### config.mk
export PLATFORM = sky130hd
export DESIGN_NAME = serial_frame_receiver
export DESIGN_NICKNAME = d
export VERILOG_FILES = /design/src/rtl/sfr_pkg.sv /design/src/rtl/serial_frame_receiver.sv /design/src/rtl/sfr_core.sv
export SDC_FILE = /design/constraint.sdc
export NUM_CORES = 1
export LEC_CHECK = 0
export ABC_AREA = 1
export ABC_CLOCK_PERIOD_IN_PS = 2800
export BUFFER_PORTS_ARGS = -buffer_cell sky130_fd_sc_hd__buf_2
export CORE_AREA = 4 4 106 108
export DETAILED_ROUTE_END_ITERATION = 10
export DIE_AREA = 0 0 110 112
export PLACE_DENSITY = 0.88
export SLEW_MARGIN = 20
export SYNTH_ARGS = -nofsm -noshare
export SYNTH_HDL_FRONTEND = slang
export SYNTH_SLANG_ARGS = --single-unit
### constraint.sdc
create_clock -name clk -period 2.8 [get_ports clk]
set_clock_uncertainty 0.05 [all_clocks]
set_input_delay 0.28 -clock clk [delete_from_list [all_inputs] [get_ports clk]]
set_output_delay 0.28 -clock clk [all_outputs]
set_load 0.05 [all_outputs]
### src/rtl/sfr_pkg.sv
// ----------------------------------------------------------------------------
// sfr_pkg: shared definitions for the serial frame receiver
// Start and end byte codes, result kinds and the result record passed
// from the frame tracker to the output register.
// ----------------------------------------------------------------------------
package sfr_pkg;

	localparam int unsigned BYTES_PER_WORD_DEF = 4;
	localparam int unsigned MAX_WORD_COUNT     = 255;

	localparam logic [7:0] START_BYTE = 8'h01;
	localparam logic [7:0] END_BYTE   = 8'h04;

	typedef enum logic [1:0] {
		KIND_WORD = 2'd0,
		KIND_GOOD = 2'd1,
		KIND_BAD  = 2'd2
	} kind_t;

	typedef struct packed {
		logic        vld;
		kind_t       kind;
		logic [31:0] word;
		logic [7:0]  hdr;
		logic [7:0]  cnt;
	} result_t;

endpackage

### src/rtl/serial_frame_receiver.sv
// ----------------------------------------------------------------------------
// serial_frame_receiver: byte stream deframer
// Finds frames opened by a start byte, captures header and word count,
// packs the payload into little-endian words and reports each frame end.
//
//   channel  signals                                   direction
//   -------  ----------------------------------------  ---------
//   in       in_valid, in_stall, rx_byte               into block
//   out      out_valid, out_stall, kind, data_word,    out of block
//            frame_header, word_count
//
// One byte is taken per cycle while in_stall is low. A byte waits in the
// input register and its result, if any, is loaded into the output register
// when the byte is processed.
// Reset clears the frame state and both valid flags; the block comes out of
// reset idle, waiting for a start byte.
// While a result waits in the output register the input register still
// drains bytes that give no result; in_stall rises only when a byte that
// gives a result finds the output register full and stalled.
// ----------------------------------------------------------------------------
module serial_frame_receiver #(
	parameter int unsigned BYTES_PER_WORD = sfr_pkg::BYTES_PER_WORD_DEF
) (
	input  logic        clk,
	input  logic        arst_n,
	input  logic        in_valid,
	output logic        in_stall,
	input  logic [7:0]  rx_byte,
	output logic        out_valid,
	input  logic        out_stall,
	output logic [1:0]  kind,
	output logic [31:0] data_word,
	output logic [7:0]  frame_header,
	output logic [7:0]  word_count
);
	import sfr_pkg::*;

	logic       s1_vld_q;
	logic [7:0] byte_s1;
	logic       in_take;
	logic       fire;
	result_t    core_res;
	result_t    res_q;

	// A transfer on the input side happens when valid is high and we are not
	// stalling. The input register frees up whenever its byte is processed.
	assign in_take  = in_valid && !in_stall;
	assign in_stall = s1_vld_q && !fire;

	// The byte in the input register is processed unless it would produce a
	// result while the output register holds one that is not being taken.
	assign fire = s1_vld_q && (!core_res.vld || !res_q.vld || !out_stall);

	always_ff @(posedge clk or negedge arst_n) begin
		if (!arst_n) begin
			s1_vld_q <= 1'b0;
		end else if (in_take) begin
			s1_vld_q <= 1'b1;
		end else if (fire) begin
			s1_vld_q <= 1'b0;
		end
	end

	always_ff @(posedge clk) begin
		if (in_take) begin
			byte_s1 <= rx_byte;
		end
	end

	sfr_core #(
		.BYTES_PER_WORD(BYTES_PER_WORD)
	) u_core (
		.clk    (clk),
		.arst_n (arst_n),
		.fire   (fire),
		.rx_byte(byte_s1),
		.res    (core_res)
	);

	// Output register: loaded by a processed byte that yields a result,
	// emptied when the downstream side takes the transfer.
	always_ff @(posedge clk or negedge arst_n) begin
		if (!arst_n) begin
			res_q <= '0;
		end else if (fire && core_res.vld) begin
			res_q <= core_res;
		end else if (!out_stall) begin
			res_q.vld <= 1'b0;
		end
	end

	assign out_valid    = res_q.vld;
	assign kind         = res_q.kind;
	assign data_word    = res_q.word;
	assign frame_header = res_q.hdr;
	assign word_count   = res_q.cnt;

`ifndef SYNTHESIS
	a_stall_needs_byte: assert property (@(posedge clk) disable iff (!arst_n)
		in_stall |-> s1_vld_q)
		else $error("input stalled with an empty input register");

	a_no_overwrite: assert property (@(posedge clk) disable iff (!arst_n)
		fire && core_res.vld |-> !res_q.vld || !out_stall)
		else $error("result overwrote a waiting transfer");

	a_end_word_zero: assert property (@(posedge clk) disable iff (!arst_n)
		out_valid && kind != KIND_WORD |-> data_word == 32'd0)
		else $error("frame end carries a non-zero word");

	a_stall_cause: assert property (@(posedge clk) disable iff (!arst_n)
		in_stall |-> core_res.vld && res_q.vld && out_stall)
		else $error("input stalled without a blocked result");
`endif

endmodule

### src/rtl/sfr_core.sv
// ----------------------------------------------------------------------------
// sfr_core: frame tracker
// Holds the deframing state and works out the result of one byte in a
// single pass; the state advances when fire is high.
// ----------------------------------------------------------------------------
module sfr_core #(
	parameter int unsigned BYTES_PER_WORD = sfr_pkg::BYTES_PER_WORD_DEF
) (
	input  logic             clk,
	input  logic             arst_n,
	input  logic             fire,
	input  logic [7:0]       rx_byte,
	output sfr_pkg::result_t res
);
	import sfr_pkg::*;

	localparam int unsigned CNT_W = $clog2(MAX_WORD_COUNT * BYTES_PER_WORD + 3);
	localparam int unsigned IDX_W = (BYTES_PER_WORD > 1) ? $clog2(BYTES_PER_WORD) : 1;
	localparam int unsigned LANES = (BYTES_PER_WORD < 4) ? BYTES_PER_WORD : 4;

	logic             in_frame_q, in_frame_n;
	logic [CNT_W-1:0] cnt_q, cnt_n;
	logic [CNT_W-1:0] end_q, end_n;
	logic [IDX_W-1:0] idx_q, idx_n;
	logic [31:0]      asm_q, asm_n;
	logic [7:0]       hdr_q, hdr_n;
	logic [7:0]       wcnt_q, wcnt_n;
	logic [31:0]      word_new;

	// Only the low four bytes of a word reach the output, so wider words
	// drop their upper bytes on the way in.
	always_comb begin
		word_new = asm_q;
		for (int i = 0; i < LANES; i++) begin
			if (4'(idx_q) == 4'(i)) begin
				word_new[i*8 +: 8] = rx_byte;
			end
		end
	end

	always_comb begin
		in_frame_n = in_frame_q;
		cnt_n      = cnt_q;
		end_n      = end_q;
		idx_n      = idx_q;
		asm_n      = asm_q;
		hdr_n      = hdr_q;
		wcnt_n     = wcnt_q;
		res        = '0;
		res.hdr    = hdr_q;
		res.cnt    = wcnt_q;
		if (!in_frame_q) begin
			if (rx_byte == START_BYTE) begin
				in_frame_n = 1'b1;
				cnt_n      = '0;
				idx_n      = '0;
				asm_n      = '0;
			end
		end else if (cnt_q == CNT_W'(0)) begin
			hdr_n = rx_byte;
			cnt_n = cnt_q + CNT_W'(1);
		end else if (cnt_q == CNT_W'(1)) begin
			wcnt_n = rx_byte;
			end_n  = CNT_W'(CNT_W'(rx_byte) * CNT_W'(BYTES_PER_WORD) + CNT_W'(2));
			cnt_n  = cnt_q + CNT_W'(1);
		end else if (cnt_q == end_q) begin
			res.vld    = 1'b1;
			res.kind   = (rx_byte == END_BYTE) ? KIND_GOOD : KIND_BAD;
			in_frame_n = 1'b0;
			cnt_n      = '0;
			idx_n      = '0;
			asm_n      = '0;
		end else begin
			cnt_n = cnt_q + CNT_W'(1);
			if (idx_q == IDX_W'(BYTES_PER_WORD - 1)) begin
				res.vld  = 1'b1;
				res.kind = KIND_WORD;
				res.word = word_new;
				idx_n    = '0;
				asm_n    = '0;
			end else begin
				idx_n = idx_q + IDX_W'(1);
				asm_n = word_new;
			end
		end
	end

	always_ff @(posedge clk or negedge arst_n) begin
		if (!arst_n) begin
			in_frame_q <= 1'b0;
			cnt_q      <= '0;
			idx_q      <= '0;
			asm_q      <= '0;
			hdr_q      <= '0;
			wcnt_q     <= '0;
		end else if (fire) begin
			in_frame_q <= in_frame_n;
			cnt_q      <= cnt_n;
			idx_q      <= idx_n;
			asm_q      <= asm_n;
			hdr_q      <= hdr_n;
			wcnt_q     <= wcnt_n;
		end
	end

	// End position is always written by the count byte before it is compared.
	always_ff @(posedge clk) begin
		if (fire) begin
			end_q <= end_n;
		end
	end

endmodule
==> flow_summary.yaml <==
timing:
  maxSlewViolCount: 0
  hold_violations: 0
  setup_violations: 0
  min_period_ns: 2.581
  fin_setup_tns_ns: 0
  tightest_slew_ns: 0.9260
  finalCritPeriodShare: 0.9216
  clock.fmax_mhz: 387.5
  whs_ns: 0.06197
  maxSlewHeadroom: 0.3804
  rsz0062_at_grt: "no"
detailed_routing:
  ant_nets: 0
  wl_um: 14650
  drt_iter0_drc: 410
  drt-vias-per-instance: 5.639
  dr_total_vias: 5086
  wl_per_cell_um: 16.24
  drc: 0
  first_pass_iters: 6
hold_path:
  min_path_type: "in2reg"
die:
  die_h_um: 112
  dieArea_mm2: 0.01232
  rows: 37
  initial_core_util: 0.5830
  die-width_um: 110
  core-area_mm2: 0.01023
  ios: 64
final_layout:
  final_common_cell: "nand2_1"
  drive_gt1_frac: 0.2193
  area_delta_synth_final_pct: 18.29
  diodes: 0
  final_util: 0.6896
  final_nets: 773
  num-fill-cells: 736
  final_cell_mix: "nand2_1, dfrtp_1, inv_1"
  multi_input_area_mm2: 0.002349
  seqCellArea_mm2: 0.003109
grt:
  grt_antenna_before_repair: 0
  grt_use_total: 0.2583
  top_usage_layer: "met2"
  grt_max_degree: 63
  grt_overflow: 0
  gr-usage-met3: 0.05913
  first_global_vias: 5068
  grt_use_met2: 0.4122
  grt_pass1_wl_um: 24590
  met1_usage: 0.3169
yosys:
  synth_edf_count: 16
  avgSynthCellArea_um2: 8.644
  syn_area_mm2: 0.005964
  ys.flop_type: "dfrtp_1"
  synthArstFlopShare: 0.8678
  seq_area_frac_synth: 0.5211
  synth_nets: 710
  synth_top_area_cell: "dfrtp_1"
  synth_top_area_share: 0.4405
  yosysUniqueCellTypes: 38
  yosysWarnings: 0
  synth_area_leaders: "dfrtp_1, nand2_1, edfxtp_1"
  synth_seq_cells: 121
  syn_inst: 690
clock_network:
  cts.sinks: 121
  htreeDepth: 4
  clk_latency_ns: 0.54
  cts_buffer_depth: 2
  cts_tree: "done"
  clockRootBuffer: "clkbuf_8"
  cts_buffers: 17
  clkSlewWorstSetupHoldPaths_ns: 0.06
power_and_ir_drop:
  powerDensity_mw_per_mm2: 792.4
  switching_share: 0.3223
  comb_power_share: 0.216
  total_power_uw: 5591
  p_leak_uw: 0.003372
  p_clk_frac: 0.395
  internal_power_uw: 3789
  p_sw_uw: 1802
  seq_power_share: 0.389
  irDropWorstVdd_v: 0.0005181
setup_path:
  worst_setup_path_start_kind: "flop"
  cp.arrival_ns: 2.25
  worstPathRequired_ns: 2.47
  cp_max_fo: 6
  worstSetupEndpointType: "primary output"
  path_class: "reg2out"
run:
  cap_violations: 0
run_status:
  status: "completed"
place:
  gp_congestion: 0.8833
  port_buffers: 63
  dp_hpwl_um: 9692
-- sequential cells by signal, indices dropped and copies added (netlist names) --
register           count
frame_header           8
data_word             32
u_core.asm_q          24
word_count             8
u_core.wcnt_q          8
s1_vld_q               1
u_core.hdr_q           8
u_core.idx_q           2
u_core.end_q           8
u_core.cnt_q          10
out_valid              1
kind                   2
byte_s1                8
u_core.in_frame_q      1
-- logic make-up after synthesis --
kind of cell | Yosys count | synth area share
flops | 121 | 0.5211
buf+inv | 113 | 0.08517
simple gates | 317 | 0.2498
xor+xnor | 3 | 0.004406
fa+ha+maj | 8 | 0.01678
compound gates | 128 | 0.1227
-- final cells by class --
type,instances,area share
Tap cell,136,0.02412
Clock buffer,18,0.06065
Timing Repair Buffer,88,0.08087
Clock inverter,14,0.02394
Multi-Input combinational cell,456,0.3329
Inverter,69,0.03689
Sequential cell,121,0.4407
-- power by group through the flow --
stage | sequential, µW | combinational, µW | clock (µW)
2_1_floorplan | 2190 | 892 | 0
3_3_place_gp | 2190 | 1120 | 0
3_5_place_dp | 2200 | 1160 | 0
4_1_cts | 2170 | 1200 | 2230
5_1_grt | 2210 | 1350 | 2300
6_report | 2180 | 1210 | 2210
-- stage by stage --
stage | instances | instance area [µm²] | setup slack [ns]
after floorplan | 690 | 5964 | 0.4247
after global placement | 855 | 6317 | 0.5795
after detailed placement | 855 | 6317 | 0.4603
after CTS | 897 | 7017 | 0.04317
after global routing | 902 | 7056 | 0.1030
final | 902 | 7056 | 0.2195
-- final timing paths --
path | from | end | slack [ns] | cells after the start
worst min register to register | word_count[1]$_DFFE_PN0P_ | word_count[1]$_DFFE_PN0P_ | 0.43 | 2
max in group asynchronous | arst_n | u_core.asm_q[15]$_DFFE_PN0P_ | 1.68 | 3
worst min-delay path | out_stall | out_valid$_DFFE_PN0P_ | 0.06 | 3
worst max register to register | u_core.idx_q[0]$_DFFE_PN0P_ | u_core.asm_q[1]$_DFFE_PN0P_ | 0.40 | 9
worst max-delay path | u_core.cnt_q[0]$_DFFE_PN0P_ | in_stall | 0.22 | 10
min in group asynchronous | arst_n | frame_header[2]$_DFFE_PN0P_ | 0.26 | 2
-- worst max-delay path: stages, from the launching register on --
cell     delay [ns]
dfrtp_2        0.41
inv_1          0.08
ha_1           0.19
inv_1          0.10
nor2_1         0.07
nand3_2        0.11
nand2_2        0.09
nor2_8         0.16
nand3_4        0.12
nor2_1         0.16
buf_4          0.22
-- routing by layer --
metal | share of wire | vias up
met5 | 0 | -
met4 | 0.040 | 0
met3 | 0.057 | 55
met2 | 0.50 | 191
met1 | 0.40 | 2437
li1 | - | 2403
-- synth_stat cells (3+ instances only) --
library cell  instances
nand2_1             160
dfrtp_1             105
inv_1                62
o21ai_0              50
nand3_1              49
nor2_1               41
o21ai_1              29
nand4_1              27
a21oi_1              25
clkbuf_1             25
o21ai_2              19
nand2_2              17
edfxtp_1             16
buf_2                 9
ha_1                  8
nor3_1                7
inv_2                 6
nand3_2               4
buf_1                 3
buf_12                3
-- repair_timing --
action	4_1_cts	5_1_grt
gates cloned	0	0
hold endpoints to repair	51	0
pin swaps	0	1
setup endpoints to repair	1	1
gates resized for setup	1	1
setup buffers	0	5
hold buffers	10	0
Power figures use the tool's default switching activity.
